===== config.mk =====
export PLATFORM = sky130hd
export DESIGN_NAME = motor_speed_pid_controller
export DESIGN_NICKNAME = d
export VERILOG_FILES = /design/src/rtl/mspc_pkg.sv /design/src/rtl/motor_speed_pid_controller.sv
export SDC_FILE = /design/constraint.sdc
export NUM_CORES = 2
export LEC_CHECK = 0
export ABC_CLOCK_PERIOD_IN_PS = 23600
export BUFFER_PORTS_ARGS = -buffer_cell sky130_fd_sc_hd__buf_2
export CORE_ASPECT_RATIO = 1.5
export CORE_MARGIN = 5
export CORE_UTILIZATION = 48
export DETAILED_ROUTE_END_ITERATION = 10
export GPL_TIMING_DRIVEN = 1
export PLACE_DENSITY = 0.72
export SETUP_SLACK_MARGIN = 0.3
export SYNTH_ARGS = -nofsm -noshare
export SYNTH_HDL_FRONTEND = slang
export SYNTH_SLANG_ARGS = --single-unit

===== constraint.sdc =====
create_clock -name clk -period 23.6 [get_ports clk]
set_input_delay 5.9 -clock clk [delete_from_list [all_inputs] [get_ports clk]]
set_output_delay 5.9 -clock clk [all_outputs]
set_load 0.01 [all_outputs]

===== src/rtl/mspc_pkg.sv =====
`timescale 1ns / 1ps

package mspc_pkg;

  // capture timer width default
  localparam int CAPTURE_BITS_DEF = 16;

  // stream field widths
  localparam int OPER_W    = 2;
  localparam int CAPT_W    = 16;
  localparam int SPEED_W   = 32;
  localparam int DUTY_W    = 7;
  localparam int CMP_W     = 16;
  localparam int OUT_W     = 56;

  // arithmetic widths
  localparam int ERR_W     = 33;
  localparam int DIFF_W    = 34;
  localparam int SUM_W     = 40;
  localparam int MULB_W    = 41;
  localparam int PROD_W    = 58;
  localparam int ACC_W     = 60;
  localparam int DIV_W     = 32;
  localparam int DCNT_W    = 5;

  localparam logic [ACC_W-1:0]  DUTY_FULL = ACC_W'(100 * 65536);
  localparam logic [DUTY_W-1:0] DUTY_MAX  = DUTY_W'(100);
  localparam logic [DIV_W-1:0]  PERCENT   = DIV_W'(100);

  // divide by 100 as (x * ceil(2^30 / 100)) >> 30, exact for x below 2^23
  localparam int PCT_W    = 23;
  localparam int RECIP_W  = 24;
  localparam int RECIP_SH = 30;
  localparam logic [RECIP_W-1:0] RECIP_100 = 24'd10737419;

  // configuration register reset values
  localparam logic [21:0] TARGET_RST = 22'd0;
  localparam logic [15:0] GAIN_P_RST = 16'd256;
  localparam logic [15:0] GAIN_I_RST = 16'd26;
  localparam logic [15:0] GAIN_D_RST = 16'd256;
  localparam logic [31:0] NUMER_RST  = 32'd25423718;
  localparam logic [15:0] PERIOD_RST = 16'd2170;

  localparam int ADDR_W = 5;

  typedef enum logic [2:0] {
    REG_TARGET = 3'd0,
    REG_GAIN_P = 3'd1,
    REG_GAIN_I = 3'd2,
    REG_GAIN_D = 3'd3,
    REG_NUMER  = 3'd4,
    REG_PERIOD = 3'd5
  } reg_idx_t;

  typedef enum logic [OPER_W-1:0] {
    EV_EDGE     = 2'd0,
    EV_OVF_SET  = 2'd1,
    EV_OVF_SVC  = 2'd2,
    EV_TICK     = 2'd3
  } event_t;

  // datapath micro-operations
  typedef enum logic [3:0] {
    OP_NOP,
    OP_ROLL,
    OP_DELTA,
    OP_DIV,
    OP_SPEED,
    OP_OVF_SET,
    OP_OVF_SVC,
    OP_ERR,
    OP_SUM,
    OP_MUL_P,
    OP_MUL_I,
    OP_MUL_D,
    OP_ACC,
    OP_DUTY,
    OP_CMP_LOAD,
    OP_COMPARE
  } uop_t;

  typedef enum logic [1:0] {
    CND_NONE,
    CND_ALWAYS,
    CND_DELTA_ZERO,
    CND_DIV_MORE
  } cond_t;

  localparam int PC_W = 5;

  // program addresses
  localparam logic [PC_W-1:0] PC_FINISH  = 5'd0;
  localparam logic [PC_W-1:0] PC_EDGE    = 5'd1;
  localparam logic [PC_W-1:0] PC_E_DELTA = 5'd2;
  localparam logic [PC_W-1:0] PC_E_DIV   = 5'd3;
  localparam logic [PC_W-1:0] PC_E_SPEED = 5'd4;
  localparam logic [PC_W-1:0] PC_OVF_SET = 5'd5;
  localparam logic [PC_W-1:0] PC_OVF_SVC = 5'd6;
  localparam logic [PC_W-1:0] PC_TICK    = 5'd7;
  localparam logic [PC_W-1:0] PC_T_SUM   = 5'd8;
  localparam logic [PC_W-1:0] PC_T_MUL_P = 5'd9;
  localparam logic [PC_W-1:0] PC_T_MUL_I = 5'd10;
  localparam logic [PC_W-1:0] PC_T_MUL_D = 5'd11;
  localparam logic [PC_W-1:0] PC_T_ACC   = 5'd12;
  localparam logic [PC_W-1:0] PC_T_DUTY  = 5'd13;
  localparam logic [PC_W-1:0] PC_T_CLOAD = 5'd14;
  localparam logic [PC_W-1:0] PC_T_CMP   = 5'd15;

  typedef struct packed {
    uop_t            op;
    cond_t           cond;
    logic [PC_W-1:0] target;
    logic            done;
  } ctrl_word_t;

  // microprogram rom
  function automatic ctrl_word_t mc_rom(input logic [PC_W-1:0] pc);
    ctrl_word_t w;
    w = '{op: OP_NOP, cond: CND_NONE, target: PC_FINISH, done: 1'b1};
    unique case (pc)
      PC_FINISH:  w = '{op: OP_NOP,      cond: CND_NONE,       target: PC_FINISH, done: 1'b1};
      PC_EDGE:    w = '{op: OP_ROLL,     cond: CND_NONE,       target: PC_FINISH, done: 1'b0};
      PC_E_DELTA: w = '{op: OP_DELTA,    cond: CND_DELTA_ZERO, target: PC_FINISH, done: 1'b0};
      PC_E_DIV:   w = '{op: OP_DIV,      cond: CND_DIV_MORE,   target: PC_E_DIV,  done: 1'b0};
      PC_E_SPEED: w = '{op: OP_SPEED,    cond: CND_ALWAYS,     target: PC_FINISH, done: 1'b0};
      PC_OVF_SET: w = '{op: OP_OVF_SET,  cond: CND_ALWAYS,     target: PC_FINISH, done: 1'b0};
      PC_OVF_SVC: w = '{op: OP_OVF_SVC,  cond: CND_ALWAYS,     target: PC_FINISH, done: 1'b0};
      PC_TICK:    w = '{op: OP_ERR,      cond: CND_NONE,       target: PC_FINISH, done: 1'b0};
      PC_T_SUM:   w = '{op: OP_SUM,      cond: CND_NONE,       target: PC_FINISH, done: 1'b0};
      PC_T_MUL_P: w = '{op: OP_MUL_P,    cond: CND_NONE,       target: PC_FINISH, done: 1'b0};
      PC_T_MUL_I: w = '{op: OP_MUL_I,    cond: CND_NONE,       target: PC_FINISH, done: 1'b0};
      PC_T_MUL_D: w = '{op: OP_MUL_D,    cond: CND_NONE,       target: PC_FINISH, done: 1'b0};
      PC_T_ACC:   w = '{op: OP_ACC,      cond: CND_NONE,       target: PC_FINISH, done: 1'b0};
      PC_T_DUTY:  w = '{op: OP_DUTY,     cond: CND_NONE,       target: PC_FINISH, done: 1'b0};
      PC_T_CLOAD: w = '{op: OP_CMP_LOAD, cond: CND_NONE,       target: PC_FINISH, done: 1'b0};
      PC_T_CMP:   w = '{op: OP_COMPARE,  cond: CND_ALWAYS,     target: PC_FINISH, done: 1'b0};
      default:    w = '{op: OP_NOP,      cond: CND_NONE,       target: PC_FINISH, done: 1'b1};
    endcase
    return w;
  endfunction

  // program entry per event kind
  function automatic logic [PC_W-1:0] mc_entry(input event_t ev);
    logic [PC_W-1:0] pc;
    pc = PC_FINISH;
    unique case (ev)
      EV_EDGE:    pc = PC_EDGE;
      EV_OVF_SET: pc = PC_OVF_SET;
      EV_OVF_SVC: pc = PC_OVF_SVC;
      EV_TICK:    pc = PC_TICK;
      default:    pc = PC_FINISH;
    endcase
    return pc;
  endfunction

endpackage


===== src/rtl/motor_speed_pid_controller.sv =====
`timescale 1ns / 1ps

// channel   | dir | handshake                | payload
// ----------+-----+--------------------------+-------------------------------------------
// s_ (event)| in  | s_tvalid / s_tready      | s_tuser = operation, s_tdata = capture_time
// m_ (state)| out | m_tvalid / m_tready      | m_tdata = speed, duty, compare, clamped
// apb cfg   | in  | psel & penable & pwrite  | paddr = 4 * register index, pwdata
//
// sequencing: a microprogram runs each event; s_tready drops for its length. the
//   1-bit-per-cycle divider sets the long path: the encoder edge program is the
//   longest and skips the divide on a zero time difference; the control tick
//   and the overflow event programs are shorter.
// reset: rst is synchronous, active high; state clears, registers take defaults;
//   s_tready stays low while rst is high.
// stalls: the finish step holds while a result still waits on m_; a new event
//   is taken while the previous result waits.

module motor_speed_pid_controller #(
  parameter int CAPTURE_BITS = mspc_pkg::CAPTURE_BITS_DEF
) (
  input  logic                         clk,
  input  logic                         rst,
  // event stream
  input  logic                         s_tvalid,
  output logic                         s_tready,
  input  logic [mspc_pkg::CAPT_W-1:0]  s_tdata,   // [15:0] capture_time
  input  logic [mspc_pkg::OPER_W-1:0]  s_tuser,   // [1:0] operation
  // result stream
  output logic                         m_tvalid,
  input  logic                         m_tready,
  output logic [mspc_pkg::OUT_W-1:0]   m_tdata,   // [31:0] speed, [38:32] duty_percent,
                                                  // [54:39] compare_value, [55] clamped
  // configuration
  input  logic                         psel,
  input  logic                         penable,
  input  logic                         pwrite,
  input  logic [mspc_pkg::ADDR_W-1:0]  paddr,
  input  logic [31:0]                  pwdata,
  output logic [31:0]                  prdata,
  output logic                         pready
);
  import mspc_pkg::*;

  // capture extension constants
  localparam logic [31:0] CAP_MASK = 32'((64'd1 << CAPTURE_BITS) - 64'd1);
  localparam logic [31:0] CAP_HALF = 32'(64'd1 << (CAPTURE_BITS - 1));

  // configuration registers
  logic [21:0] target_speed;
  logic [15:0] gain_p;
  logic [15:0] gain_i;
  logic [15:0] gain_d;
  logic [31:0] speed_numerator;
  logic [15:0] pwm_period;

  // architectural state
  logic [15:0]              rollover_count;
  logic                     overflow_pending;
  logic [31:0]              previous_time;
  logic [SPEED_W-1:0]       measured_speed;
  logic signed [SUM_W-1:0]  error_sum;
  logic signed [SUM_W-1:0]  old_sum;
  logic signed [ERR_W-1:0]  previous_error;
  logic [DUTY_W-1:0]        duty_level;
  logic [CMP_W-1:0]         compare_level;
  logic                     clamp_flag;

  // working registers of the datapath
  logic [31:0]              cap_r;
  logic signed [ERR_W-1:0]  err_r;
  logic signed [DIFF_W-1:0] diff_r;
  logic signed [PROD_W-1:0] prod;
  logic signed [ACC_W-1:0]  acc;
  logic [DIV_W-1:0]         div_rem;
  logic [DIV_W-1:0]         div_quo;
  logic [DIV_W-1:0]         div_den;
  logic [DCNT_W-1:0]        div_cnt;

  // sequencer
  logic            busy;
  logic [PC_W-1:0] pc;
  ctrl_word_t      cw;
  logic            in_xact;
  logic            out_free;
  logic            finish;
  logic            exec;
  logic            jump;

  logic                     cfg_wr;
  reg_idx_t                 cfg_idx;

  logic [31:0]              now_c;
  logic [31:0]              delta_c;
  logic signed [SUM_W:0]    sum_wide;
  logic signed [SUM_W-1:0]  sum_sat;
  logic [DIV_W:0]           rem_sh;
  logic                     rem_ge;
  logic [15:0]              gain_sel;
  logic signed [MULB_W-1:0] mul_b;
  logic signed [PROD_W-1:0] mul_out;
  logic [PCT_W+RECIP_W-1:0] pct_prod;

  // ---------------------------------------------------------------------------
  // apb configuration port
  // ---------------------------------------------------------------------------
  assign pready  = 1'b1;
  assign cfg_wr  = psel && penable && pwrite && pready;
  assign cfg_idx = reg_idx_t'(paddr[ADDR_W-1:2]);

  always_ff @(posedge clk) begin
    if (rst) begin
      target_speed    <= TARGET_RST;
      gain_p          <= GAIN_P_RST;
      gain_i          <= GAIN_I_RST;
      gain_d          <= GAIN_D_RST;
      speed_numerator <= NUMER_RST;
      pwm_period      <= PERIOD_RST;
    end else if (cfg_wr) begin
      case (cfg_idx)
        REG_TARGET: target_speed    <= pwdata[21:0];
        REG_GAIN_P: gain_p          <= pwdata[15:0];
        REG_GAIN_I: gain_i          <= pwdata[15:0];
        REG_GAIN_D: gain_d          <= pwdata[15:0];
        REG_NUMER:  speed_numerator <= pwdata;
        REG_PERIOD: pwm_period      <= pwdata[15:0];
        default: ;
      endcase
    end
  end

  always_comb begin
    unique case (cfg_idx)
      REG_TARGET: prdata = {10'd0, target_speed};
      REG_GAIN_P: prdata = {16'd0, gain_p};
      REG_GAIN_I: prdata = {16'd0, gain_i};
      REG_GAIN_D: prdata = {16'd0, gain_d};
      REG_NUMER:  prdata = speed_numerator;
      REG_PERIOD: prdata = {16'd0, pwm_period};
      default:    prdata = 32'd0;
    endcase
  end

  // ---------------------------------------------------------------------------
  // microsequencer: step counter, control word from rom, conditional jumps
  // ---------------------------------------------------------------------------
  assign s_tready = !busy && !rst;
  assign in_xact  = s_tvalid && s_tready;
  assign cw       = mc_rom(pc);
  assign out_free = !m_tvalid || m_tready;
  // finish step publishes the state snapshot once the output slot is free
  assign finish   = busy && cw.done && out_free;
  assign exec     = busy && !cw.done;

  always_comb begin
    case (cw.cond)
      CND_NONE:       jump = 1'b0;
      CND_ALWAYS:     jump = 1'b1;
      CND_DELTA_ZERO: jump = (delta_c == 32'd0);
      CND_DIV_MORE:   jump = (div_cnt != '1);
      default:        jump = 1'b0;
    endcase
  end

  always_ff @(posedge clk) begin
    if (rst) begin
      busy <= 1'b0;
      pc   <= PC_FINISH;
    end else if (in_xact) begin
      busy <= 1'b1;
      pc   <= mc_entry(event_t'(s_tuser));
    end else if (finish) begin
      busy <= 1'b0;
    end else if (exec) begin
      pc   <= jump ? cw.target : pc + PC_W'(1);
    end
  end

  // ---------------------------------------------------------------------------
  // combinational datapath pieces
  // ---------------------------------------------------------------------------
  // 32-bit time from rollover count and capture
  assign now_c   = 32'(({48'd0, rollover_count} << CAPTURE_BITS) | {32'd0, cap_r});
  assign delta_c = now_c - previous_time;

  // saturating integral update
  assign sum_wide = {error_sum[SUM_W-1], error_sum}
                  + (SUM_W+1)'(err_r);
  always_comb begin
    case (sum_wide[SUM_W:SUM_W-1])
      2'b01:   sum_sat = {1'b0, {(SUM_W-1){1'b1}}};
      2'b10:   sum_sat = {1'b1, {(SUM_W-1){1'b0}}};
      default: sum_sat = sum_wide[SUM_W-1:0];
    endcase
  end

  // restoring divider, one quotient bit per step
  assign rem_sh = {div_rem, div_quo[DIV_W-1]};
  assign rem_ge = rem_sh >= {1'b0, div_den};

  // duty times period scaled by the reciprocal of 100
  assign pct_prod = (PCT_W+RECIP_W)'(div_quo[PCT_W-1:0])
                  * (PCT_W+RECIP_W)'(RECIP_100);

  // one shared gain multiplier, operands picked by the micro-op
  always_comb begin
    case (cw.op)
      OP_MUL_I: begin
        gain_sel = gain_i;
        mul_b    = MULB_W'(error_sum);
      end
      OP_MUL_D: begin
        gain_sel = gain_d;
        mul_b    = MULB_W'(diff_r);
      end
      default: begin
        gain_sel = gain_p;
        mul_b    = MULB_W'(err_r);
      end
    endcase
  end
  assign mul_out = PROD_W'($signed({1'b0, gain_sel}) * mul_b);

  // architectural state, reset to zero
  always_ff @(posedge clk) begin
    if (rst) begin
      rollover_count   <= '0;
      overflow_pending <= 1'b0;
      previous_time    <= '0;
      measured_speed   <= '0;
      error_sum        <= '0;
      previous_error   <= '0;
      duty_level       <= '0;
      compare_level    <= '0;
      clamp_flag       <= 1'b0;
    end else if (exec) begin
      case (cw.op)
        OP_ROLL: begin
          // race fix: capture in the lower half with an overflow pending
          if (cap_r < CAP_HALF && overflow_pending) begin
            rollover_count   <= rollover_count + 16'd1;
            overflow_pending <= 1'b0;
          end
        end
        OP_DELTA:   previous_time <= now_c;
        OP_SPEED:   measured_speed <= div_quo;
        OP_OVF_SET: overflow_pending <= 1'b1;
        OP_OVF_SVC: begin
          if (overflow_pending) begin
            rollover_count   <= rollover_count + 16'd1;
            overflow_pending <= 1'b0;
          end
        end
        OP_SUM: begin
          error_sum      <= sum_sat;
          previous_error <= err_r;
        end
        OP_DUTY: begin
          if (acc > $signed(DUTY_FULL)) begin
            duty_level <= DUTY_MAX;
            clamp_flag <= 1'b1;
            error_sum  <= old_sum;
          end else if (acc < 0) begin
            duty_level <= '0;
            clamp_flag <= 1'b1;
            error_sum  <= old_sum;
          end else begin
            duty_level <= acc[16 +: DUTY_W];
            clamp_flag <= 1'b0;
          end
        end
        OP_COMPARE: compare_level <= pct_prod[RECIP_SH +: CMP_W];
        default: ;
      endcase
    end
  end

  // working registers, no reset needed
  always_ff @(posedge clk) begin
    if (in_xact) begin
      cap_r <= 32'(s_tdata) & CAP_MASK;
    end
    if (exec) begin
      case (cw.op)
        OP_DELTA: begin
          div_rem <= '0;
          div_quo <= speed_numerator;
          div_den <= delta_c;
          div_cnt <= '0;
        end
        OP_DIV: begin
          div_rem <= rem_ge ? DIV_W'(rem_sh - {1'b0, div_den}) : rem_sh[DIV_W-1:0];
          div_quo <= {div_quo[DIV_W-2:0], rem_ge};
          div_cnt <= div_cnt + DCNT_W'(1);
        end
        OP_ERR: err_r <= ERR_W'($signed({11'd0, target_speed})
                                - $signed({1'b0, measured_speed}));
        OP_SUM: begin
          old_sum <= error_sum;
          diff_r  <= DIFF_W'(err_r) - DIFF_W'(previous_error);
        end
        OP_MUL_P: begin
          prod <= mul_out;
          acc  <= '0;
        end
        OP_MUL_I, OP_MUL_D: begin
          prod <= mul_out;
          acc  <= acc + ACC_W'(prod);
        end
        OP_ACC: acc <= acc + ACC_W'(prod);
        OP_CMP_LOAD: begin
          // duty times period, divided by 100 on the next step
          div_quo <= DIV_W'(duty_level) * DIV_W'(pwm_period);
        end
        default: ;
      endcase
    end
  end

  // ---------------------------------------------------------------------------
  // result register
  // ---------------------------------------------------------------------------
  always_ff @(posedge clk) begin
    if (rst) begin
      m_tvalid <= 1'b0;
    end else if (finish) begin
      m_tvalid <= 1'b1;
    end else if (m_tready) begin
      m_tvalid <= 1'b0;
    end
  end

  always_ff @(posedge clk) begin
    if (finish) begin
      m_tdata <= {clamp_flag, compare_level, duty_level, measured_speed};
    end
  end

  // ---------------------------------------------------------------------------
  // assertions
  // ---------------------------------------------------------------------------
  // an accepted event sets the sequencer busy and drops s_tready
  a_busy_after_accept: assert property (@(posedge clk) disable iff (rst)
    (s_tvalid && s_tready) |=> !s_tready)
    else $error("event accepted but sequencer not busy");

  // results only come out of a running microprogram
  a_result_from_seq: assert property (@(posedge clk) disable iff (rst)
    $rose(m_tvalid) |-> $past(busy))
    else $error("result appeared without a running program");

  // a saturated duty is always one of the two limits
  a_clamp_limits: assert property (@(posedge clk) disable iff (rst)
    (m_tvalid && m_tdata[55]) |-> (m_tdata[38:32] == 7'd0 || m_tdata[38:32] == 7'd100))
    else $error("clamped duty not at a limit");

  // duty never exceeds full scale
  a_duty_range: assert property (@(posedge clk) disable iff (rst)
    m_tvalid |-> (m_tdata[38:32] <= 7'd100))
    else $error("duty above 100 percent");

endmodule

==> metrics.cfg <==
[sta]
fin_skew_ps=29.4
timing.final.crit_share_pct=58.6
final-setup-viol-count=0
final-hold-violation-count=0
relSlewSlack_pct=4.79
worst_slack_ps=9780
setup_tns_ps=0
period_needed_ps=13820
max_freq_ghz=0.0724
rsz0062_at_grt=no
tightest_slew_ps=1430
slew_violations=0

[grt]
antenna_found_initial=17
grt_max_degree=130
track_usage_pct=25.5
grt.overflow.total=0
grt_pass1_wl_microns=320000
grt_pass1_vias=59200

[clock_network]
post_cts_resized=0
cts_setup_buffers=0
clock_latency_ps=690
cts-hold-fix-buffers=0
cts_tree=yes
cts_made_buffers=73
clock-root-buffer=clkbuf_16
cts.sinks=709
cts_max_level=3
clk_pin_slew_ps=60
cts_buffer_depth=3

[synthesis]
yosys_warnings=0
ys_async_sr_fraction_pct=0
synth-main-ff-cell=edfxtp_1
synth_top_area_share_pct=24.5
syn-cell-area_sq_mm=0.0716
post_synth.cell_area_avg_sq_um=9.11
yosys-top-cells-area=fa_1, edfxtp_1, ha_1
synth_fp_nets=9431
synth_edf_count=398
yosysSeqAreaShare_pct=25.4
synth_seq_cells=709
syn_inst=7860
synth_area_leader_cell=fa_1
ys_types=99

[place]
port_buffers=149
dpl_cell_area_sq_mm=0.0744
placedCellCount=9694
pre_cts_ws_ps=9850
gp_congestion=0.983
dp_hpwl_microns=159000

[worst_hold_path]
min_path_type=reg -> reg

[route]
wl_per_cell_microns=20.7
viasPerCell=5.70
ant_nets=0
route.detailed.drc=0
drt_pass1_iterations=7
vias=56100
totalWireLength_microns=203000
drtIter0Drc=4115

[setup_path]
path_buf_inv=2
crit_required_ps=17700
critPathKind=in -> out
critPathMaxFanout=18
arrival_ps=7920
cp_common_cell=buf_2
crit_family=simple AND/OR/NAND/NOR gates
path_cells=buf_2 > nor3b_2 > a22oi_1 > nand3_1 > buf_2
start_kind=input port
cp_slowest_cell=nor3b_2
worst_path_largest_cell_delay_ps=1080
end_kind=output port

[floorplanning]
dieArea_sq_mm=0.157
io_pins=153
die_w_microns=325
initial_core_util_pct=48.3
die_h_microns=483
rows=173
coreArea_sq_mm=0.148

[pwr]
internal_power_mw=2.16
seqPwrFrac_pct=45.0
combPwrFrac_pct=13.4
ir_drop_uv=61.4
power_frac_clock_pct=41.6
power.switching_mw=0.790
finalPower_mw=2.95
power_density_mw_per_mm2=38.4
swShare_pct=26.8
cellLeakagePower_nw=34.6

[job]
drv_cap=0

[layout]
drive_gt1_share_pct=5.48
area_growth_pct=7.33
stdcell_area_sq_mm=0.0768
instances_no_fill=9834
layout.nets=9415

[run_status]
status=finished, final reports clean

## power by group through the flow
stage                     combinational [mW]  clock [mW]  sequential [mW]
after floorplan                        0.274           0             1.35
after global placement                 0.384           0             1.35
after detailed placement               0.394           0             1.35
after CTS                              0.397        1.25             1.33
after global routing                   0.443        1.29             1.33
final                                  0.396        1.23             1.33
## synth_stat cells (all sizes together), types with 65 or more instances
library cell	count
nor2	599
nand2	1147
o21ai	226
nand3	87
fa	875
a21o	155
xnor2	187
a21oi	535
ha	634
nor2b	68
xor2	110
o21a	69
edfxtp	398
inv	1245
clkbuf	286
and2	65
dfxtp	311
a22oi	103
nor3	82
## worst paths after layout
| check | start | end | slack (ps) | depth (start not counted) |
|---|---|---|---|---|
| max | paddr[2] | prdata[4] | 9780 | 5 |
| min | compare_level[10] | m_tdata[49] | 430 | 0 |
| max reg2reg | flip-flop | prod[55] | 12940 | 30 |
| min reg2reg | compare_level[10] | m_tdata[49] | 430 | 0 |
## layer usage
metal / vias to the layer above / share of wire (%) / track usage (%)
met5: - / 0.047 / 0
met4: 18 / 7.2 / 15.4
met3: 705 / 5.8 / 3.33
met2: 2159 / 52 / 47.0
met1: 27500 / 35 / 27.8
li1: 25700 / - / -
## final cells by class
cell class / count / area [sq um]
fillers: 13400 / 71400
multi-input cells: 5582 / 47700
flip-flops and latches: 709 / 18200
inverters: 1246 / 4680
well taps: 1925 / 2410
clock buffers: 90 / 2000
repair buffers: 232 / 1380
clock inverters: 46 / 475
diodes: 4 / 10.0
## worst reg2reg max path: cells and delay by family (launching register included)
family                   cells  cell delay, ps
XOR/XNOR                     1              90
flip-flops                   1             300
adder cells (fa/ha/maj)      7            3450
AND/OR/NAND/NOR              8            2360
buffers and inverters        5            1090
AO/OA/AOI/OAI                9            3150
## sequential cells by signal (all words and copies together), names as in the netlist, 33 cells and up, named ones only
| name | count |
|---|---|
| diff_r | 34 |
| m_tdata | 56 |
| prod | 58 |
| acc | 60 |
| error_sum | 40 |
| err_r | 33 |
| previous_error | 33 |
| old_sum | 40 |
## stage by stage
step	hold slack, ps	utilization, %
after global placement	416	50.1
after detailed placement	417	50.1
after floorplan	406	-
after global routing	446	51.8
after CTS	424	51.8
final	432	51.8
## cell families after synthesis
logic type | share of synthesized area [%]
AOI/OAI and AO/OA | 12.6
xor gates and xnor gates | 3.63
adders and majority gates | 35.5
buffers and inverters | 8.27
DFF | 25.4
muxes | 0.365
other | 0.00524
and+or+nand+nor | 14.2
## layout by cell type (no fill, tap or decap), types with 32 or more instances in the layout
cell type,Yosys,layout
dfxtp_1,311,311
o21ai_0,200,192
and3_1,64,64
xor2_1,110,110
xnor2_1,187,187
o21bai_1,38,38
nand4_1,39,39
inv_1,1245,1244
buf_2,8,148
a211oi_1,53,53
nand2_1,1146,1145
nand2b_1,45,44
a21oi_1,531,531
nor2_1,598,595
a22oi_1,103,103
a21o_1,155,155
fa_1,875,875
clkbuf_16,0,75
nand3b_1,35,35
nand3_1,86,86
edfxtp_1,398,398
nor2b_1,68,67
o21ai_1,26,32
o21a_1,69,69
and2_1,61,61
ha_1,634,634
buf_4,6,83
nor3_1,81,76
No activity file was read; power rests on OpenSTA's default activity.
